<file path="config.mk">
export PLATFORM = sky130hd
export DESIGN_NAME = cwpc_div
export DESIGN_NICKNAME = d
export VERILOG_FILES = /design/src/rtl/cwpc_pkg.sv /design/src/rtl/cwpc_div.sv
export SDC_FILE = /design/constraint.sdc
export NUM_CORES = 1
export LEC_CHECK = 0
export BUFFER_PORTS_ARGS = -buffer_cell sky130_fd_sc_hd__buf_2
export CORE_MARGIN = 10
export CORE_UTILIZATION = 51
export CTS_BUF_LIST = sky130_fd_sc_hd__clkbuf_4
export CTS_CLUSTER_DIAMETER = 150
export DETAILED_ROUTE_END_ITERATION = 12
export PLACE_DENSITY_LB_ADDON = 0.2
export SLEW_MARGIN = 15
export SYNTH_ARGS = -nofsm -noshare
export SYNTH_HDL_FRONTEND = slang
export SYNTH_SLANG_ARGS = --single-unit
</file>
<file path="constraint.sdc">
create_clock -name clk_i -period 2.6 [get_ports clk_i]
set_input_delay 0.26 -clock clk_i [delete_from_list [all_inputs] [get_ports clk_i]]
set_output_delay 0.26 -clock clk_i [all_outputs]
set_load 0.02 [all_outputs]
</file>
<file path="src/rtl/cwpc_pkg.sv">
package cwpc_pkg;

  localparam int COIL_COUNT_DEF = 118;
  localparam int REG_COUNT_DEF  = 224;
  localparam int CFG_IDX_W      = 8;

  // command codes
  localparam logic [3:0] CMD_WCOIL  = 4'd0;
  localparam logic [3:0] CMD_RCOIL  = 4'd1;
  localparam logic [3:0] CMD_WREG   = 4'd2;
  localparam logic [3:0] CMD_RREG   = 4'd3;
  localparam logic [3:0] CMD_RREG32 = 4'd4;
  localparam logic [3:0] CMD_TICK   = 4'd5;
  localparam logic [3:0] CMD_ABORT  = 4'd6;
  localparam logic [3:0] CMD_PULSE  = 4'd7;
  localparam logic [3:0] CMD_STUCK  = 4'd8;

  // configuration register indexes
  localparam logic [CFG_IDX_W-1:0] CFG_HOME_FAULT = 8'd0;
  localparam logic [CFG_IDX_W-1:0] CFG_STALL      = 8'd1;

  // coil indexes
  localparam int CO_ESTOP     = 0;
  localparam int CO_MANUAL    = 1;
  localparam int CO_AUTO      = 2;
  localparam int CO_RUN       = 3;
  localparam int CO_FAULT     = 14;
  localparam int CO_SCAN      = 15;
  localparam int CO_ADJUSTING = 34;
  localparam int CO_ADJ_CMD   = 43;
  localparam int CO_ADJ_OK    = 44;
  localparam int CO_ADJ_FAIL  = 45;
  localparam int CO_HOMING    = 50;
  localparam int CO_READY     = 60;
  localparam int CO_HOMED     = 61;
  localparam int CO_HMI_ESTOP = 100;
  localparam int CO_HMI_START = 101;
  localparam int CO_HMI_STOP  = 102;
  localparam int CO_HMI_RESET = 103;
  localparam int CO_MODE_SEL  = 104;

  // register indexes
  localparam logic [7:0] RG_STATUS1  = 8'd100;
  localparam logic [7:0] RG_STATUS3  = 8'd103;
  localparam logic [7:0] RG_FAULT    = 8'd110;
  localparam logic [7:0] RG_BELT     = 8'd122;
  localparam logic [7:0] RG_FREQ_LO  = 8'd126;
  localparam logic [7:0] RG_FREQ_HI  = 8'd127;
  localparam logic [7:0] RG_TARGET   = 8'd128;
  localparam logic [7:0] RG_WIDTH    = 8'd130;
  localparam logic [7:0] RG_PULSE_LO = 8'd136;
  localparam logic [7:0] RG_PULSE_HI = 8'd137;
  localparam logic [7:0] RG_HEART    = 8'd140;
  localparam logic [7:0] RG_PPMM     = 8'd204;
  localparam logic [7:0] RG_DIFF     = 8'd210;
  localparam logic [7:0] RG_LATCHED  = 8'd212;
  localparam logic [7:0] RG_ABSDIFF  = 8'd213;
  localparam logic [7:0] RG_SPEED    = 8'd220;

  localparam logic [15:0] BELT_DEF   = 16'd5000;
  localparam logic [15:0] WIDTH_DEF  = 16'd200;
  localparam logic [15:0] PPMM_DEF   = 16'd128;
  localparam logic [15:0] SPEED_MAX  = 16'd15;
  localparam logic [15:0] FREQ_FACTOR = 16'd1280;
  localparam logic [15:0] FREQ_DEF   = 16'd19200;

  localparam logic [19:0] TIMEOUT_TENTHS = 20'd300;
  localparam logic [19:0] TENTHS_MAX     = 20'hFFFFF;
  localparam logic [1:0]  HOME_SECONDS   = 2'd2;
  localparam logic [15:0] FAULT_ESTOP    = 16'd1;
  localparam logic [15:0] FAULT_TIMEOUT  = 16'd10;

  localparam int DIVIDEND_W = 32;
  localparam int DIVISOR_W  = 15;
  localparam int MOTION_W   = 21;
  localparam logic [MOTION_W-1:0] MOTION_NO_SPEED = 21'd30;

  function automatic logic coil_special(input int i);
    return i == CO_ESTOP || i == CO_MANUAL || i == CO_AUTO || i == CO_RUN ||
           i == CO_FAULT || i == CO_SCAN || i == CO_ADJUSTING || i == CO_ADJ_CMD ||
           i == CO_ADJ_OK || i == CO_ADJ_FAIL || i == CO_HOMING || i == CO_READY ||
           i == CO_HOMED || i == CO_HMI_ESTOP || i == CO_HMI_START ||
           i == CO_HMI_STOP || i == CO_HMI_RESET || i == CO_MODE_SEL;
  endfunction

endpackage

</file>
<file path="src/rtl/cwpc_div.sv">
module cwpc_div (
  input  logic                             clk_i,
  input  logic                             rst_ni,
  input  logic                             start_i,
  input  logic [cwpc_pkg::DIVIDEND_W-1:0]  dividend_i,
  input  logic [cwpc_pkg::DIVISOR_W-1:0]   divisor_i,
  output logic                             done_o,
  output logic [cwpc_pkg::DIVIDEND_W-1:0]  quot_o,
  output logic                             rem_nz_o
);

  localparam int NW = cwpc_pkg::DIVIDEND_W;
  localparam int DW = cwpc_pkg::DIVISOR_W;
  localparam int CW = $clog2(NW);

  logic [NW-1:0] quo_q;
  logic [DW-1:0] rem_q, dsr_q;
  logic [CW-1:0] cnt_q;
  logic          busy_q, done_q;
  logic [DW:0]   trial;
  logic          ge;
  logic [DW:0]   diff;

  assign trial = {rem_q, quo_q[NW-1]};
  assign ge    = trial >= {1'b0, dsr_q};
  assign diff  = trial - {1'b0, dsr_q};

  always_ff @(posedge clk_i or negedge rst_ni) begin
    if (!rst_ni) begin
      busy_q <= 1'b0;
      done_q <= 1'b0;
      cnt_q  <= '0;
    end else begin
      done_q <= 1'b0;
      if (start_i) begin
        busy_q <= 1'b1;
        cnt_q  <= CW'(NW - 1);
      end else if (busy_q) begin
        cnt_q <= cnt_q - 1'b1;
        if (cnt_q == '0) begin
          busy_q <= 1'b0;
          done_q <= 1'b1;
        end
      end
    end
  end

  // one quotient bit per cycle
  always_ff @(posedge clk_i) begin
    if (start_i) begin
      quo_q <= dividend_i;
      rem_q <= '0;
      dsr_q <= divisor_i;
    end else if (busy_q) begin
      quo_q <= {quo_q[NW-2:0], ge};
      rem_q <= ge ? diff[DW-1:0] : trial[DW-1:0];
    end
  end

  assign done_o   = done_q;
  assign quot_o   = quo_q;
  assign rem_nz_o = |rem_q;

endmodule

</file>
==> results.cfg, run 1 <==
[outcome]
status = finished, final reports clean

[detailed_routing]
first_pass_iters = 5
wl_per_cell_um = 16.8
drtAntennaViolNets = 0
drtIter0Drc = 200
routed_via_density = 5.30
finalWirelength_um = 9010
drc = 0
vias = 2841

[worst_setup_path]
r2r_setup_slack_ns = 0.10
end_kind = flop
crit_type = flop to flop
r2r_start = quot_o[31]$_DFFE_PP_
cp.buffers_inverters = 2
path_cells = inv_1, ha_2, fa_2, and2b_2, o22ai_4, a211oi_4, o41ai_4, buf_4, a32o_1, a31o_2
critPathMaxStageDelay_ns = 0.36
required_ns = 2.92
crit_slowest_cell = edfxtp_1
worstPathArrival_ns = 2.82
ff2ff_path_depth = 10
timing.rr.end = rem_q[13]$_SDFFE_PP0P_
cp_top_family = compound AO/OA/AOI/OAI gates
critPathMaxFanout = 3
critPathLaunchType = flop

[floorplan]
io_pins = 84
die_h_um = 106
start_util_pct = 52.4
die-area_um2 = 11300
fp.dieW_um = 106
rows = 31
core_area_um2 = 7250

[job]
max-cap-violations = 0

[pwr]
leakagePower_nw = 2.04
switching_share_pct = 34.7
p_switching_mw = 1.34
comb_power_share_pct = 38.4
power.share.clock_pct = 23.7
power_density_nw_per_um2 = 819
p_seq_share_pct = 37.9
ir_drop_mv = 0.385
internal_power_mw = 2.51

[global_route]
grt_usage_pct = 15.5
grt_overflow = 0
grt_pass1_vias = 2967
grt_pass1_wl_um = 14100
grt_max_degree = 19
antenna_found_initial = 0
busiest_layer = met2
use_met1_pct = 19.4
met3_usage_pct = 6.22
grt_use_met2_pct = 24.3

[sta]
fmax_mhz = 401
tightest_slew_ns = 0.646
slew_violations = 0
hold_viol = 0
skew_ns = 0.0165
finalCriticalPeriod_ns = 2.50
fin_ws_ns = 0.105
max_slew_margin_pct = 56.9
setup_viol = 0
period_share_pct = 96.0

[synth]
yosysTopAreaCellShare_pct = 37.1
syn_inst = 321
yosys.area_share.xor_xnor_pct = 2.07
muxShareOfSynthArea_pct = 11.6
synth-seq-area-share_pct = 49.6
synthFlopType = edfxtp_1
synth_compound_area_share_pct = 13.7
synth-async-reset-ratio_pct = 10.1
synth_edf_count = 47
syn_nets = 389
synthDistinctLibCells = 59
synthTopCellsByArea = edfxtp_1 (37%), mux2_2 (9.5%), dfxtp_1 (7.9%)
synth_top_area_cell = edfxtp_1
synth_area_um2 = 3800
yosys.area_share.simple_pct = 11.4
synthAdderAreaFrac_pct = 6.12
synth-seq-cells = 69
yosys_warnings = 0
synth_top_family_by_area = compound AO/OA/AOI/OAI gates
synth.avg_cell_area_um2 = 11.8

[final_layout]
nFillCells = 598
finalNonFillerCells = 536
area_growth_pct = 23.8
fin_nets = 500
drive_gt1_share_pct = 40.0
final_area_um2 = 4700
insertedDiodeCount = 0

[place]
place_ws_ns = 0.0199
place_congestion = 0.873
placedCellCount = 505
dp_hpwl_um = 6610
portBuffers = 83
place_area_um2 = 4340

[worst_hold_path]
holdPathEnd = dsr_q[4]$_DFFE_PP_
hold_class = primary input to flop
whs_path_depth = 1
hold_start = divisor_i[4]

[clock_network]
clockBufferDepth = 2
cts_tree = done
clock-root-buffer = clkbuf_4
htreeDepth = 3
cts_sinks = 69
numCtsBuffers = 9
clk_pin_slew_worst_paths_ns = 0.13
clock_latency_ns = 0.41
[layout make-up]
cell class	instances	area, um^2	share of cell area [%]
sequential	69	1890	40.1
multi-input combinational	217	1750	37.2
timing repair buffer	114	681	14.5
tap	99	124	2.63
clock inverter	6	111	2.37
inverter	21	78.8	1.68
clock buffer	10	75.1	1.60
[cell usage in the layout, fill, tap and decap left out, types with 13 or more instances in the layout]
cell / instances
dlygate4sd3_1: 13
nand2_1: 26
ha_1: 15
nor2_1: 20
buf_2: 83
inv_1: 21
a21oi_1: 14
mux2_2: 32
dfxtp_1: 15
edfxtp_1: 47
buf_4: 18
[repair_timing]
action | in CTS | in global routing
gates cloned | 0 | 0
hold endpoints to repair | 8 | 11
hold buffers | 2 | 11
pin swaps | 0 | 3
buffers inserted | 0 | 2
gates resized for setup | 1 | 8
endpoints found under the setup margin | 1 | 6
[sequential cells by signal, indices dropped and copies added, names as in the netlist]
register  cells
cnt_q         5
busy_q        1
rem_q        15
done_o        1
dsr_q        15
quot_o       32
[worst max-delay path by stage]
stage | end | depth (start not counted) | startpoint
floorplan | quot_o[0]$_DFFE_PP_ | 10 | quot_o[31]$_DFFE_PP_
global placement | quot_o[0]$_DFFE_PP_ | 8 | quot_o[31]$_DFFE_PP_
detailed placement | rem_q[6]$_SDFFE_PP0P_ | 9 | quot_o[31]$_DFFE_PP_
CTS | rem_q[13]$_SDFFE_PP0P_ | 10 | quot_o[31]$_DFFE_PP_
global route | rem_q[13]$_SDFFE_PP0P_ | 10 | quot_o[31]$_DFFE_PP_
finish | rem_q[13]$_SDFFE_PP0P_ | 10 | quot_o[31]$_DFFE_PP_
[synth_stat cells, drive strengths merged (6+ instances only)]
library cell / n
edfxtp: 47
mux2: 33
nand2: 29
inv: 21
nor2: 20
ha: 17
dfxtp: 15
a21oi: 14
buf: 10
o21ai: 10
nor3: 8
dfrtp: 7
mux2i: 7
xnor2: 7
a21o: 6
nand2b: 6
[logic make-up (layout without fill, tap and decap cells)]
| logic type | after synthesis | after routing |
|---|---|---|
| AO/OA/AOI/OAI | 65 | 65 |
| XOR/XNOR | 9 | 9 |
| adder cells (fa/ha/maj) | 18 | 18 |
| buffers and inverters | 35 | 151 |
| flip-flops | 69 | 69 |
| multiplexers | 40 | 40 |
| AND/OR/NAND/NOR | 85 | 85 |
[worst reg2reg max path: cells and delay by family (launching register included)]
kind	cells	cell delay (ns)
fa+ha+maj	2	0.56
simple gates	1	0.26
compound gates	5	1.01
flops	1	0.36
buf+inv	2	0.23
[stage by stage]
stage               hold WS [ns]  power [mW]  utilization (%)  setup TNS, ns
detailed placement         0.100        2.89             59.8              0
floorplan                -0.0356        2.55                -              0
global route            0.000597        4.08             64.9       -0.00346
CTS                      0.00280        3.81             62.8              0
finish                    0.0275        3.85             64.9              0
global placement          0.0984        2.86             59.8              0
[power by group through the flow]
stage | clock network [mW] | logic, mW | registers [mW]
floorplan | 0 | 1.03 | 1.52
global placement | 0 | 1.38 | 1.48
detailed placement | 0 | 1.41 | 1.48
CTS | 0.927 | 1.43 | 1.46
global route | 0.984 | 1.61 | 1.48
finish | 0.912 | 1.48 | 1.46
[layer usage]
layer / wire length (um) / part of all wire, % / vias to the layer above
met5: 0 / 0 / -
met4: 58 / 0.64 / 0
met3: 751 / 8.3 / 5
met2: 4210 / 47 / 94
met1: 3990 / 44 / 1334
li1: - / - / 1408
No activity file was read; power rests on OpenSTA's default activity.
==> run 2, diff against run 1 <==
Settings changed: CELL_PAD_IN_SITES_DETAIL_PLACEMENT set to 0, CELL_PAD_IN_SITES_GLOBAL_PLACEMENT set to 1, CORE_UTILIZATION 51 to 40.
==> results.cfg, run 2 (synthesized netlist as in run 1, its figures left out) <==
[worst_setup_path]
critPathMaxFanout = 4
crit_type = flop to flop
ff2ff_path_depth = 9
cp_top_family = compound AO/OA/AOI/OAI gates
critPathMaxStageDelay_ns = 0.44
worstPathArrival_ns = 2.90
r2r_setup_slack_ns = 0.02
cp.buffers_inverters = 1
r2r_start = dsr_q[0]$_DFFE_PP_
path_cells = ha_4, fa_2, and2b_2, o22ai_4, a211oi_4, o41ai_4, buf_4, a32o_1, a31o_2
critPathLaunchType = flop
required_ns = 2.92
end_kind = flop
crit_slowest_cell = edfxtp_1
timing.rr.end = rem_q[13]$_SDFFE_PP0P_

[global_route]
use_met1_pct = 16.7
grt_use_met2_pct = 21.2
antenna_found_initial = 0
busiest_layer = met2
grt_usage_pct = 13.5
grt_pass1_wl_um = 15400
grt_pass1_vias = 3002
met3_usage_pct = 6.24
grt_max_degree = 33
grt_overflow = 0

[sta]
fmax_mhz = 388
finalCriticalPeriod_ns = 2.58
rsz0062_at_grt = yes
slew_violations = 0
period_share_pct = 99.1
skew_ns = 0.0135
max_slew_margin_pct = 57.2
hold_viol = 0
setup_viol = 0
tightest_slew_ns = 0.641
hold_ws_ns = 0.127

[final_layout]
area_growth_pct = 26.3
largest_reg_flops = 32
drive_gt1_share_pct = 40.9
final_common_cell = buf_2
fin_nets = 510
insertedDiodeCount = 0
layout_common_cells = buf_2 (83), edfxtp_1 (47), mux2_2 (33)
final_area_um2 = 4800

[pwr]
comb_power_share_pct = 41.3
power.share.clock_pct = 20.1
leakagePower_nw = 2.07
power_density_nw_per_um2 = 785
ir_drop_mv = 0.267
p_seq_share_pct = 38.6
internal_power_mw = 2.37
p_switching_mw = 1.40
switching_share_pct = 37.2

[clock_network]
cts_setup_buffers = 0
clockBufferDepth = 2
htreeDepth = 3
cts_tree = done
cts_sinks = 69
clock-root-buffer = clkbuf_4
numCtsBuffers = 9
clk_pin_slew_worst_paths_ns = 0.14
clock_latency_ns = 0.42

[detailed_routing]
drc = 0
drtAntennaViolNets = 0
routed_via_density = 4.98
finalWirelength_um = 9600
drtIter0Drc = 145
wl_per_cell_um = 16.7
first_pass_iters = 8
vias = 2867

[floorplan]
core_area_um2 = 9240
io_pins = 84
start_util_pct = 41.1
rows = 35
die_h_um = 117
fp.dieW_um = 117
die-area_um2 = 13800

[worst_hold_path]
whs_path_depth = 2
hold_start = dividend_i[5]
holdPathEnd = quot_o[5]$_DFFE_PP_
hold_class = primary input to flop

[place]
portBuffers = 83
place_congestion = 0.835
place_area_um2 = 4440
dp_hpwl_um = 7030

[job]
max-cap-violations = 0

[outcome]
status = finished, final reports clean
run 2: changes by cell type in the layout (fill, tap and decap cells not counted), moves of 2 or more:
cell and delta:
dlygate4sd3_1 +3, ha_2 -2, buf_4 +6, bufinv_16 -2
run 2: timing repair:
| action | 4_1_cts | 5_1_grt |
|---|---|---|
| endpoints found under the setup margin | 1 | 13 |
| pin swaps | 0 | 10 |
| endpoints found under the hold margin | 22 | 0 |
| gates cloned | 0 | 1 |
| gates resized for setup | 1 | 10 |
| hold buffers | 16 | 0 |
run 2: worst max path at each step:
| stage | start | to | slack [ns] | cells past startpoint |
|---|---|---|---|---|
| 2_1_floorplan | quot_o[31]$_DFFE_PP_ | quot_o[0]$_DFFE_PP_ | 0.02 | 10 |
| 3_5_place_dp | quot_o[31]$_DFFE_PP_ | rem_q[9]$_SDFFE_PP0P_ | 0.03 | 9 |
| 3_3_place_gp | quot_o[31]$_DFFE_PP_ | rem_q[9]$_SDFFE_PP0P_ | 0.07 | 9 |
| 5_1_grt | quot_o[31]$_DFFE_PP_ | rem_q[13]$_SDFFE_PP0P_ | -0.08 | 10 |
| 6_report | dsr_q[0]$_DFFE_PP_ | rem_q[13]$_SDFFE_PP0P_ | 0.02 | 9 |
| 4_1_cts | quot_o[31]$_DFFE_PP_ | rem_q[13]$_SDFFE_PP0P_ | 0.06 | 10 |
run 2: worst reg2reg max path, delay by kind of cell, from the launching register on:
kind | cells | cell delay (ns)
AO/OA/AOI/OAI | 5 | 1.03
adder cells (fa/ha/maj) | 2 | 0.58
flip-flops | 1 | 0.44
AND/OR/NAND/NOR | 1 | 0.26
buffers and inverters | 1 | 0.17
run 2: stage by stage:
step	worst slack, ns	TNS (ns)	cells	total power, mW	utilization, %
3_5_place_dp	0.0260	0	543	2.95	48.0
2_1_floorplan	0.0190	0	321	2.55	-
4_1_cts	0.0609	0	575	3.76	51.5
6_report	0.0233	0	576	3.77	52.0
5_1_grt	-0.0757	-0.0835	576	4.02	52.0
3_3_place_gp	0.0725	0	543	2.94	48.0
run 2: cell type report:
type                    instances  area, um^2
clock buffers                   9        67.6
well taps                     129         161
inverters                      21        78.8
fillers                       847        4440
clock inverters                 7        82.6
repair buffers                123         756
flip-flops and latches         69        1890
multi-input cells             218        1770
run 2: power by group through the flow:
stage                     clock network (mW)  logic, mW  registers (mW)
after floorplan                            0       1.03            1.52
after global placement                     0       1.47            1.47
after detailed placement                   0       1.48            1.47
after CTS                              0.789       1.52            1.45
after global routing                   0.829       1.71            1.48
final                                  0.757       1.56            1.46
run 2: per-layer routing:
layer | vias to the layer above | share of wire, %
met3 | 7 | 8.4
met1 | 1333 | 45
met5 | - | 0
met2 | 92 | 46
met4 | 0 | 0.73
li1 | 1435 | -
==> run 3, diff against run 2 <==
--- a/constraint.sdc
+++ b/constraint.sdc
@@ -3,2 +3,2 @@
 set_output_delay 0.26 -clock clk_i [all_outputs]
-set_load 0.02 [all_outputs]
+set_load 0.005 [all_outputs]
==> results.cfg, run 3 (synthesized netlist as in run 1, its figures left out) <==
[worst_setup_path]
timing.rr.end = rem_q[13]$_SDFFE_PP0P_
r2r_setup_slack_ns = 0.07
critPathMaxFanout = 3
ff2ff_path_depth = 10
crit_type = flop to flop
r2r_start = dsr_q[0]$_DFFE_PP_
worstPathArrival_ns = 2.83
end_kind = flop
critPathLaunchType = flop
required_ns = 2.91

[sta]
fin_ws_ns = 0.0734
slew_violations = 0
hold_ws_ns = 0.0283
setup_viol = 0
finalCriticalPeriod_ns = 2.53
fmax_mhz = 396
tightest_slew_ns = 0.586
hold_viol = 0
skew_ns = 0.0192
period_share_pct = 97.2
max_slew_margin_pct = 60.8
totalNegativeSetupSlack_ns = 0
rsz0062_at_grt = yes

[global_route]
antenna_found_initial = 0
grt_pass1_wl_um = 15600
grt_pass1_vias = 3066
grt_overflow = 0
grt_usage_pct = 13.7
grt_max_degree = 33

[clock_network]
numCtsBuffers = 9
clock-root-buffer = clkbuf_4
cts_sinks = 69
clock_latency_ns = 0.42
clockBufferDepth = 2
cts_tree = done
htreeDepth = 3
clk_pin_slew_worst_paths_ns = 0.12

[place]
placedCellCount = 544
dp_hpwl_um = 7020
place_ws_ns = 0.0153
place_area_um2 = 4440
portBuffers = 83
place_congestion = 0.833

[detailed_routing]
first_pass_iters = 4
vias = 2912
routed_via_density = 5.05
drc = 0
drtAntennaViolNets = 0
wl_per_cell_um = 16.4
finalWirelength_um = 9450
drtIter0Drc = 180

[pwr]
ir_drop_mv = 0.343
leakagePower_nw = 2.08
power_mw = 3.65
power_density_nw_per_um2 = 759

[final_layout]
post-route-util_pct = 52.0
finalNonFillerCells = 577
fin_nets = 511
layout_common_cells = buf_2 (83), edfxtp_1 (47), mux2_2 (32)
largest_reg_flops = 32
drive_gt1_share_pct = 41.5
area_growth_pct = 26.5
final_area_um2 = 4810
final_common_cell = buf_2
insertedDiodeCount = 0

[floorplan]
start_util_pct = 41.1
die-area_um2 = 13800
rows = 35
die_h_um = 117
core_area_um2 = 9240
io_pins = 84
fp.dieW_um = 117

[worst_hold_path]
holdPathEnd = dsr_q[14]$_DFFE_PP_
hold_class = primary input to flop
whs_path_depth = 1
hold_start = divisor_i[14]

[job]
max-cap-violations = 0

[outcome]
status = finished, final reports clean
run 3: cell count changes in the layout (fill, tap and decap cells not counted), sizes merged:
cell and change:
clkinvlp -2, buf +3, o41a -1, clkinv +4, inv -2, dlygate4sd3 -1
run 3: worst max-delay path: stages (launching register included):
cell and delay, ns:
edfxtp_1 0.44, ha_4 0.19, fa_2 0.35, and2b_2 0.26, o22ai_4 0.08, a211oi_4 0.29, buf_6 0.14, o41ai_4 0.08
buf_4 0.17, a32o_1 0.20, a31o_2 0.20
run 3: power breakdown:
group / switching [mW] / internal, mW
Clock: 0.421 / 0.297
Combinational: 0.739 / 0.735
Sequential: 0.123 / 1.34
Total: 1.28 / 2.37
run 3: layer usage:
| metal | part of all wire (%) | up-vias | wire (um) | global-route usage, % |
|---|---|---|---|---|
| met2 | 46 | 73 | 4340 | 21.1 |
| met3 | 6.7 | 12 | 638 | 5.18 |
| met5 | 0 | - | 0 | 0 |
| li1 | - | 1436 | - | - |
| met1 | 46 | 1391 | 4310 | 17.2 |
| met4 | 1.7 | 0 | 160 | 4.79 |
run 3: area by class of cell:
cell class / count / area (um^2)
multi-input combinational: 217 / 1770
clock buffer: 9 / 67.6
inverter: 21 / 78.8
tap: 129 / 161
clock inverter: 7 / 73.8
fill: 867 / 4430
sequential: 69 / 1890
timing repair buffer: 125 / 772
run 3: worst max-delay path by stage:
stage / slack, ns / from / end / cells past startpoint
floorplan: 0.03 / quot_o[31]$_DFFE_PP_ / quot_o[0]$_DFFE_PP_ / 10
global placement: 0.09 / quot_o[31]$_DFFE_PP_ / quot_o[0]$_DFFE_PP_ / 8
detailed placement: 0.02 / quot_o[31]$_DFFE_PP_ / rem_q[4]$_SDFFE_PP0P_ / 10
CTS: -0.004 / quot_o[31]$_DFFE_PP_ / rem_q[13]$_SDFFE_PP0P_ / 11
global route: -0.03 / quot_o[31]$_DFFE_PP_ / rem_q[13]$_SDFFE_PP0P_ / 11
finish: 0.07 / dsr_q[0]$_DFFE_PP_ / rem_q[13]$_SDFFE_PP0P_ / 10
run 3: what timing repair did:
item	4_1_cts	5_1_grt
hold buffers	15	0
endpoints found under the setup margin	2	14
pin swaps	0	6
resized for setup	1	15
setup buffers	0	2
endpoints found under the hold margin	21	0
